===== config.mk =====
export PLATFORM = sky130hd
export DESIGN_NAME = serial_frame_receiver_flat
export DESIGN_NICKNAME = d
export VERILOG_FILES = /design/src/rtl/core/sfr_pkg.sv /design/src/rtl/core/sfr_intf.sv /design/src/rtl/core/serial_frame_receiver.sv /design/src/flat_wrapper.sv
export SDC_FILE = /design/constraint.sdc
export NUM_CORES = 1
export LEC_CHECK = 0
export ABC_AREA = 1
export BUFFER_PORTS_ARGS = -buffer_cell sky130_fd_sc_hd__buf_2
export CORE_ASPECT_RATIO = 2
export CORE_UTILIZATION = 53
export CTS_CLUSTER_DIAMETER = 30
export DETAILED_ROUTE_END_ITERATION = 6
export HOLD_SLACK_MARGIN = 0.03
export PLACE_DENSITY = 0.77
export SYNTH_ARGS = -nofsm -noshare
export SYNTH_HDL_FRONTEND = slang
export SYNTH_SLANG_ARGS = --single-unit

===== constraint.sdc =====
create_clock -name clk -period 6.5 [get_ports clk]
set_clock_uncertainty 0.1 [all_clocks]
set_input_delay 1.3 -clock clk [delete_from_list [all_inputs] [get_ports clk]]
set_output_delay 1.3 -clock clk [all_outputs]
set_load 0.03 [all_outputs]

===== src/rtl/core/sfr_pkg.sv =====
`timescale 1ns / 1ps
// sfr_pkg: shared types and constants for the serial frame receiver.
// No dependencies; used by the top level.
package sfr_pkg;

  // Parser states
  typedef enum logic [2:0] {
    ST_IDLE   = 3'd0,
    ST_HEAD1  = 3'd1,
    ST_HEAD2  = 3'd2,
    ST_CMD    = 3'd3,
    ST_LENHI  = 3'd4,
    ST_DATA   = 3'd5,
    ST_TRAIL1 = 3'd6,
    ST_TRAIL2 = 3'd7
  } parse_state_t;

  // Result kinds
  typedef enum logic [1:0] {
    RK_PAYLOAD = 2'd0,
    RK_DONE    = 2'd1,
    RK_LENERR  = 2'd2
  } result_kind_t;

  // Request kinds
  localparam logic KIND_BYTE  = 1'b0;
  localparam logic KIND_CLEAR = 1'b1;

  // Configuration register map (word index on paddr[3:2])
  localparam int unsigned CFG_ADDR_W = 4;
  localparam logic [1:0] REG_HEADER_FIRST  = 2'd0;
  localparam logic [1:0] REG_HEADER_SECOND = 2'd1;
  localparam logic [1:0] REG_MAX_LENGTH    = 2'd2;

  // Register reset values
  localparam logic [7:0]  HEADER_FIRST_RST  = 8'd170;
  localparam logic [7:0]  HEADER_SECOND_RST = 8'd85;
  localparam logic [15:0] MAX_LENGTH_RST    = 16'd256;

  // One result as held in the output stages
  typedef struct packed {
    result_kind_t result_kind;
    logic [7:0]   command;
    logic [15:0]  out_length;
    logic [15:0]  byte_index;
    logic [7:0]   payload_byte;
    logic [31:0]  errors;
  } result_t;

endpackage


===== src/rtl/core/sfr_intf.sv =====
`timescale 1ns / 1ps
// Valid/ready channel interfaces for the serial frame receiver.
// Depends on nothing but plain logic types; follows sfr_pkg in compile order.
interface sfr_in_if;
  logic       valid;
  logic       ready;
  logic       kind;
  logic [7:0] rx_byte;

  modport source (output valid, output kind, output rx_byte, input ready);
  modport sink   (input valid, input kind, input rx_byte, output ready);
endinterface

interface sfr_out_if;
  logic        valid;
  logic        ready;
  logic [1:0]  result_kind;
  logic [7:0]  command;
  logic [15:0] out_length;
  logic [15:0] byte_index;
  logic [7:0]  payload_byte;
  logic [31:0] errors;

  modport source (output valid, output result_kind, output command, output out_length,
                  output byte_index, output payload_byte, output errors, input ready);
  modport sink   (input valid, input result_kind, input command, input out_length,
                  input byte_index, input payload_byte, input errors, output ready);
endinterface


===== src/rtl/core/serial_frame_receiver.sv =====
`timescale 1ns / 1ps
// Serial frame receiver: header/command/length frame parser, one byte per request.
// Results: each result is held in the output register, or in the skid register while out_ch stalls.
// Throughput: one request per cycle while the skid register is empty; the parser state and a
// two-deep output stage (output register plus skid register) set that figure.
// Reset: synchronous, active-low rst_n; registers return to their defaults, parser idles.
// Depends on sfr_pkg and the channel interfaces in sfr_intf.sv.
module serial_frame_receiver (
  input  logic                            clk,
  input  logic                            rst_n,
  sfr_in_if.sink                          in_ch,
  sfr_out_if.source                       out_ch,
  input  logic                            psel,
  input  logic                            penable,
  input  logic                            pwrite,
  input  logic [sfr_pkg::CFG_ADDR_W-1:0]  paddr,
  input  logic [31:0]                     pwdata,
  output logic [31:0]                     prdata,
  output logic                            pready
);

  // Configuration registers
  logic [7:0]  hdr_first_r;
  logic [7:0]  hdr_second_r;
  logic [15:0] max_len_r;

  // Parser state
  sfr_pkg::parse_state_t state_r, state_nxt;
  logic [7:0]  cmd_r, cmd_nxt;
  logic [15:0] len_r, len_nxt;
  logic [15:0] pos_r, pos_nxt;
  logic [31:0] err_r, err_nxt;

  // Output stages
  logic             out_valid_r;
  sfr_pkg::result_t out_data_r;
  logic             skid_valid_r;
  sfr_pkg::result_t skid_data_r;

  logic             accept;
  logic             pop;
  logic             res_valid;
  sfr_pkg::result_t res;
  logic [15:0]      len_full;
  logic [15:0]      pos_inc;
  logic             cfg_write;

  assign accept   = in_ch.valid && in_ch.ready;
  assign pop      = out_valid_r && out_ch.ready;
  assign len_full = {len_r[15:8], in_ch.rx_byte};
  assign pos_inc  = pos_r + 16'd1;

  // APB register access
  assign pready    = 1'b1;
  assign cfg_write = psel && penable && pwrite && pready;

  always_ff @(posedge clk) begin
    if (!rst_n) begin
      hdr_first_r  <= sfr_pkg::HEADER_FIRST_RST;
      hdr_second_r <= sfr_pkg::HEADER_SECOND_RST;
      max_len_r    <= sfr_pkg::MAX_LENGTH_RST;
    end else if (cfg_write) begin
      unique case (paddr[3:2])
        sfr_pkg::REG_HEADER_FIRST:  hdr_first_r  <= pwdata[7:0];
        sfr_pkg::REG_HEADER_SECOND: hdr_second_r <= pwdata[7:0];
        sfr_pkg::REG_MAX_LENGTH:    max_len_r    <= pwdata[15:0];
        default: ;
      endcase
    end
  end

  always_comb begin
    unique case (paddr[3:2])
      sfr_pkg::REG_HEADER_FIRST:  prdata = {24'd0, hdr_first_r};
      sfr_pkg::REG_HEADER_SECOND: prdata = {24'd0, hdr_second_r};
      sfr_pkg::REG_MAX_LENGTH:    prdata = {16'd0, max_len_r};
      default:                    prdata = 32'd0;
    endcase
  end

  // Next parser state
  always_comb begin
    state_nxt = state_r;
    if (in_ch.kind == sfr_pkg::KIND_CLEAR) begin
      state_nxt = sfr_pkg::ST_IDLE;
    end else begin
      unique case (state_r)
        sfr_pkg::ST_IDLE: begin
          if (in_ch.rx_byte == hdr_first_r) state_nxt = sfr_pkg::ST_HEAD1;
        end
        sfr_pkg::ST_HEAD1: begin
          // second header wins when both header bytes match
          priority if (in_ch.rx_byte == hdr_second_r) state_nxt = sfr_pkg::ST_HEAD2;
          else if (in_ch.rx_byte != hdr_first_r)     state_nxt = sfr_pkg::ST_IDLE;
          else                                       state_nxt = sfr_pkg::ST_HEAD1;
        end
        sfr_pkg::ST_HEAD2: state_nxt = sfr_pkg::ST_CMD;
        sfr_pkg::ST_CMD:   state_nxt = sfr_pkg::ST_LENHI;
        sfr_pkg::ST_LENHI: begin
          priority if (len_full > max_len_r) state_nxt = sfr_pkg::ST_IDLE;
          else if (len_full == 16'd0)         state_nxt = sfr_pkg::ST_TRAIL1;
          else                                state_nxt = sfr_pkg::ST_DATA;
        end
        sfr_pkg::ST_DATA: begin
          if (pos_inc >= len_r) state_nxt = sfr_pkg::ST_TRAIL1;
        end
        sfr_pkg::ST_TRAIL1: state_nxt = sfr_pkg::ST_TRAIL2;
        sfr_pkg::ST_TRAIL2: state_nxt = sfr_pkg::ST_IDLE;
        default:            state_nxt = sfr_pkg::ST_IDLE;
      endcase
    end
  end

  // Frame fields, error count and the result of this request
  always_comb begin
    cmd_nxt          = cmd_r;
    len_nxt          = len_r;
    pos_nxt          = pos_r;
    err_nxt          = err_r;
    res_valid        = 1'b0;
    res.result_kind  = sfr_pkg::RK_PAYLOAD;
    res.byte_index   = 16'd0;
    res.payload_byte = 8'd0;
    if (in_ch.kind == sfr_pkg::KIND_CLEAR) begin
      cmd_nxt = 8'd0;
      len_nxt = 16'd0;
      pos_nxt = 16'd0;
      err_nxt = 32'd0;
    end else begin
      unique case (state_r)
        sfr_pkg::ST_HEAD2: cmd_nxt = in_ch.rx_byte;
        sfr_pkg::ST_CMD:   len_nxt = {in_ch.rx_byte, 8'd0};
        sfr_pkg::ST_LENHI: begin
          len_nxt = len_full;
          if (len_full > max_len_r) begin
            err_nxt         = err_r + 32'd1;
            res_valid       = 1'b1;
            res.result_kind = sfr_pkg::RK_LENERR;
          end else begin
            pos_nxt = 16'd0;
          end
        end
        sfr_pkg::ST_DATA: begin
          pos_nxt          = pos_inc;
          res_valid        = 1'b1;
          res.result_kind  = sfr_pkg::RK_PAYLOAD;
          res.byte_index   = pos_r;
          res.payload_byte = in_ch.rx_byte;
        end
        sfr_pkg::ST_TRAIL2: begin
          res_valid       = 1'b1;
          res.result_kind = sfr_pkg::RK_DONE;
        end
        default: ;
      endcase
    end
    // results report the frame fields and count as left by this request
    res.command    = cmd_nxt;
    res.out_length = len_nxt;
    res.errors     = err_nxt;
  end

  always_ff @(posedge clk) begin
    if (!rst_n) begin
      state_r <= sfr_pkg::ST_IDLE;
      cmd_r   <= 8'd0;
      len_r   <= 16'd0;
      pos_r   <= 16'd0;
      err_r   <= 32'd0;
    end else if (accept) begin
      state_r <= state_nxt;
      cmd_r   <= cmd_nxt;
      len_r   <= len_nxt;
      pos_r   <= pos_nxt;
      err_r   <= err_nxt;
    end
  end

  // Output register with skid stage; input stalls only when the skid is full
  assign in_ch.ready = !skid_valid_r;

  always_ff @(posedge clk) begin
    if (!rst_n) begin
      out_valid_r  <= 1'b0;
      skid_valid_r <= 1'b0;
    end else if (!out_valid_r || pop) begin
      if (skid_valid_r) begin
        out_valid_r  <= 1'b1;
        skid_valid_r <= 1'b0;
      end else begin
        out_valid_r <= accept && res_valid;
      end
    end else if (accept && res_valid) begin
      skid_valid_r <= 1'b1;
    end
  end

  always_ff @(posedge clk) begin
    if (!out_valid_r || pop) begin
      out_data_r <= skid_valid_r ? skid_data_r : res;
    end
    if (accept && res_valid && out_valid_r && !pop) begin
      skid_data_r <= res;
    end
  end

  assign out_ch.valid        = out_valid_r;
  assign out_ch.result_kind  = out_data_r.result_kind;
  assign out_ch.command      = out_data_r.command;
  assign out_ch.out_length   = out_data_r.out_length;
  assign out_ch.byte_index   = out_data_r.byte_index;
  assign out_ch.payload_byte = out_data_r.payload_byte;
  assign out_ch.errors       = out_data_r.errors;

endmodule

===== src/flat_wrapper.sv =====
// flat-port wrapper written by rule: the top's interface ports become plain ports
module serial_frame_receiver_flat 
  (clk, rst_n, psel, penable, pwrite, paddr, pwdata, prdata, pready, in_ch_valid, in_ch_kind, in_ch_rx_byte, in_ch_ready, out_ch_valid, out_ch_result_kind, out_ch_command, out_ch_out_length, out_ch_byte_index, out_ch_payload_byte, out_ch_errors, out_ch_ready);
  sfr_in_if in_ch_i ();
  sfr_out_if out_ch_i ();
  input  logic clk;
  input  logic rst_n;
  input  logic psel;
  input  logic penable;
  input  logic pwrite;
  input  logic [sfr_pkg::CFG_ADDR_W-1:0] paddr;
  input  logic [31:0] pwdata;
  output logic [31:0] prdata;
  output logic pready;
  input wire logic [$bits(in_ch_i.valid)-1:0] in_ch_valid;
  input wire logic [$bits(in_ch_i.kind)-1:0] in_ch_kind;
  input wire logic [$bits(in_ch_i.rx_byte)-1:0] in_ch_rx_byte;
  output wire logic [$bits(in_ch_i.ready)-1:0] in_ch_ready;
  output wire logic [$bits(out_ch_i.valid)-1:0] out_ch_valid;
  output wire logic [$bits(out_ch_i.result_kind)-1:0] out_ch_result_kind;
  output wire logic [$bits(out_ch_i.command)-1:0] out_ch_command;
  output wire logic [$bits(out_ch_i.out_length)-1:0] out_ch_out_length;
  output wire logic [$bits(out_ch_i.byte_index)-1:0] out_ch_byte_index;
  output wire logic [$bits(out_ch_i.payload_byte)-1:0] out_ch_payload_byte;
  output wire logic [$bits(out_ch_i.errors)-1:0] out_ch_errors;
  input wire logic [$bits(out_ch_i.ready)-1:0] out_ch_ready;
  assign in_ch_i.valid = in_ch_valid;
  assign in_ch_i.kind = in_ch_kind;
  assign in_ch_i.rx_byte = in_ch_rx_byte;
  assign in_ch_ready = in_ch_i.ready;
  assign out_ch_valid = out_ch_i.valid;
  assign out_ch_result_kind = out_ch_i.result_kind;
  assign out_ch_command = out_ch_i.command;
  assign out_ch_out_length = out_ch_i.out_length;
  assign out_ch_byte_index = out_ch_i.byte_index;
  assign out_ch_payload_byte = out_ch_i.payload_byte;
  assign out_ch_errors = out_ch_i.errors;
  assign out_ch_i.ready = out_ch_ready;
  serial_frame_receiver u_core (.clk(clk), .rst_n(rst_n), .in_ch(in_ch_i), .out_ch(out_ch_i), .psel(psel), .penable(penable), .pwrite(pwrite), .paddr(paddr), .pwdata(pwdata), .prdata(prdata), .pready(pready));
endmodule

==> flow_summary.json <==
{
  "status": "finished clean",
  "syn_to_final_growth_pct": 13.5,
  "grt_first_pass_wirelength_mm": 53.9,
  "finish.utilization": 0.613,
  "cpMaxStageDelayCell": "o211ai_1",
  "grt_max_degree": 107,
  "final_common_cell": "nand2_1",
  "timing.final.crit_share": 0.582,
  "finalWeightedCongestion": 0.933,
  "fmax_ghz": 0.265,
  "drc": 0,
  "max_stage_delay_ps": 320,
  "synth.distinct_cells": 39,
  "crit_path_end_kind": "output port",
  "dpl_cell_area_um2": 14400,
  "syn_inst": 1664,
  "maxCapViolCount": 0,
  "finalSetupViolations": 0,
  "worstPathMaxFanout": 16,
  "grt_pass1_vias": 10995,
  "die_h_um": 228,
  "layoutNonFillerInstCount": 2123,
  "drive_gt1_frac": 0.129,
  "ctsResizeCount": 0,
  "p_leak_nw": 6.76,
  "p_total_mw": 3.93,
  "path_cells": "buf_2, nor2_1, inv_1, o211ai_1, buf_2",
  "antenna_cells": 0,
  "dp_worst_setup_slack_ps": 2280,
  "synth_flop_cell": "edfxtp_1",
  "core-area_um2": 25100,
  "holdWs_ps": 390,
  "post_cts_buffers": 0,
  "dp_hpwl_mm": 23.5,
  "worst_path_most_repeated_cell": "buf_2",
  "placed_cells": 2067,
  "totalWireLength_mm": 33.8,
  "final_area_um2": 15400,
  "io_buffer_count": 133,
  "crit_type": "in2out",
  "wl_per_cell_um": 15.9,
  "io_pins": 169,
  "clkTransAtPathRegs_ps": 60,
  "setup_tns_ps": 0,
  "htreeDepth": 1,
  "drtAntennaViolNets": 0,
  "rows": 82,
  "hold_violations": 0,
  "clock_latency_ps": 570,
  "clock_path_buffers": 3,
  "die_width_um": 115,
  "critPathRequiredTime_ps": 5100,
  "synth.yosys.seq_area_share": 0.524,
  "cts_tree": "built",
  "cp.buffers_inverters": 3,
  "syn_area_per_cell_um2": 8.16,
  "initialDrtViolationCount": 769,
  "worstPathArrival_ps": 2380,
  "synth-edff-count": 164,
  "initial_core_util": 0.540,
  "grt_overflow": 0,
  "slew_headroom": 0.315,
  "p_per_area_nw_per_um2": 255,
  "antenna_found_initial": 1,
  "dieArea_um2": 26300,
  "hold_buffers": 0,
  "vias": 11411,
  "nNetsFinal": 1849,
  "layout_common_cells": "nand2_1, inv_1, nor2_1, edfxtp_1, o21ai_0",
  "timing.final.crit_period_ps": 3780,
  "yosys_register_bits": 273,
  "cts_root_buffer": "clkbuf_16",
  "syn_area_um2": 13600,
  "worst_slew_pin_slew_ps": 1030,
  "hp-class": "reg2reg",
  "first_pass_iters": 7,
  "start_kind": "input pin",
  "rsz0062_at_grt": "false",
  "worst_slack_ps": 2720,
  "cts_buffers": 30,
  "grt_usage": 0.263,
  "ys_warn_count": 0,
  "clock-sinks": 273,
  "ys_async_sr_fraction": 0,
  "via_per_inst": 5.37,
  "peakVddDrop_mv": 0.216,
  "crit_family": "buffers and inverters",
  "drv_slew": 0
}
power breakdown:
part           total, mW  leakage, nW  internal [mW]  switching, mW
logic              0.332         3.67         0.0978          0.235
clock network       1.70        0.496          0.922          0.776
registers           1.90         2.59           1.86         0.0387
total               3.93         6.76           2.88           1.05
synth_stat cells, types with 19 or more instances:
| cell type | instances | area, um2 |
|---|---|---|
| nand4_1 | 34 | 213 |
| dfxtp_1 | 109 | 2180 |
| buf_4 | 19 | 143 |
| edfxtp_1 | 164 | 4920 |
| a21oi_1 | 93 | 465 |
| inv_1 | 196 | 736 |
| clkbuf_1 | 59 | 221 |
| o21ai_0 | 154 | 771 |
| nor3_1 | 22 | 110 |
| nand3_1 | 94 | 470 |
| nor2_1 | 185 | 694 |
| ha_1 | 34 | 425 |
| nand2_1 | 403 | 1510 |
logic make-up (layout without fill, tap and decap cells):
| family | Yosys count | after routing | share of synthesized area |
|---|---|---|---|
| XOR/XNOR | 22 | 22 | 0.0142 |
| other | 2 | 17 | 0.000553 |
| buffers and inverters | 296 | 404 | 0.0887 |
| adder cells (fa/ha/maj) | 34 | 34 | 0.0313 |
| AO/OA/AOI/OAI | 271 | 271 | 0.103 |
| flip-flops | 273 | 273 | 0.524 |
| AND/OR/NAND/NOR | 766 | 766 | 0.238 |
registers in the layout (all words and copies together) (netlist names), 3 cells and up:
register and flops:
u_core.out_ch.payload_byte 8, u_core.hdr_second_r 8, u_core.out_ch.byte_index 16, u_core.len_r 16, u_core.out_ch.command 8, u_core.out_ch.errors 32, u_core.err_r 32, u_core.pos_r 16
u_core.hdr_first_r 8, u_core.max_len_r 16, u_core.out_ch.out_length 16, u_core.cmd_r 8, u_core.skid_data_r 82, u_core.state_r 3
final timing paths:
path                                                         from                                end  slack, ps  cells past startpoint
worst max-delay path                                     paddr[2]                          prdata[2]       2720                      5
worst min-delay path            u_core.max_len_r[12]$_SDFFE_PN0P_  u_core.max_len_r[12]$_SDFFE_PN0P_        390                      2
worst max register to register   u_core.skid_valid_r$_SDFFE_PP0P_   u_core.skid_data_r[56]$_DFFE_PP_       3220                      6
worst min register to register  u_core.max_len_r[12]$_SDFFE_PN0P_  u_core.max_len_r[12]$_SDFFE_PN0P_        390                      2
tightest hold or removal path, stage by stage, from the launching register on:
cell and delay, ps:
dfxtp_1 300, inv_1 80, a21oi_1 60
cell type report:
type / count / area (um2)
clock buffer: 35 / 800
timing repair buffer: 144 / 761
inverter: 204 / 772
sequential: 273 / 7110
tap: 336 / 420
multi-input combinational: 1110 / 5330
clock inverter: 21 / 211
fill: 2219 / 9730
metal layers:
layer | global-route usage | vias up | part of all wire
met1 | 0.273 | 5245 | 0.35
met2 | 0.481 | 390 | 0.54
met4 | 0.177 | 2 | 0.068
li1 | - | 5644 | -
met5 | 0 | - | 0.00044
met3 | 0.0316 | 130 | 0.047
Power figures use the tool's default switching activity.
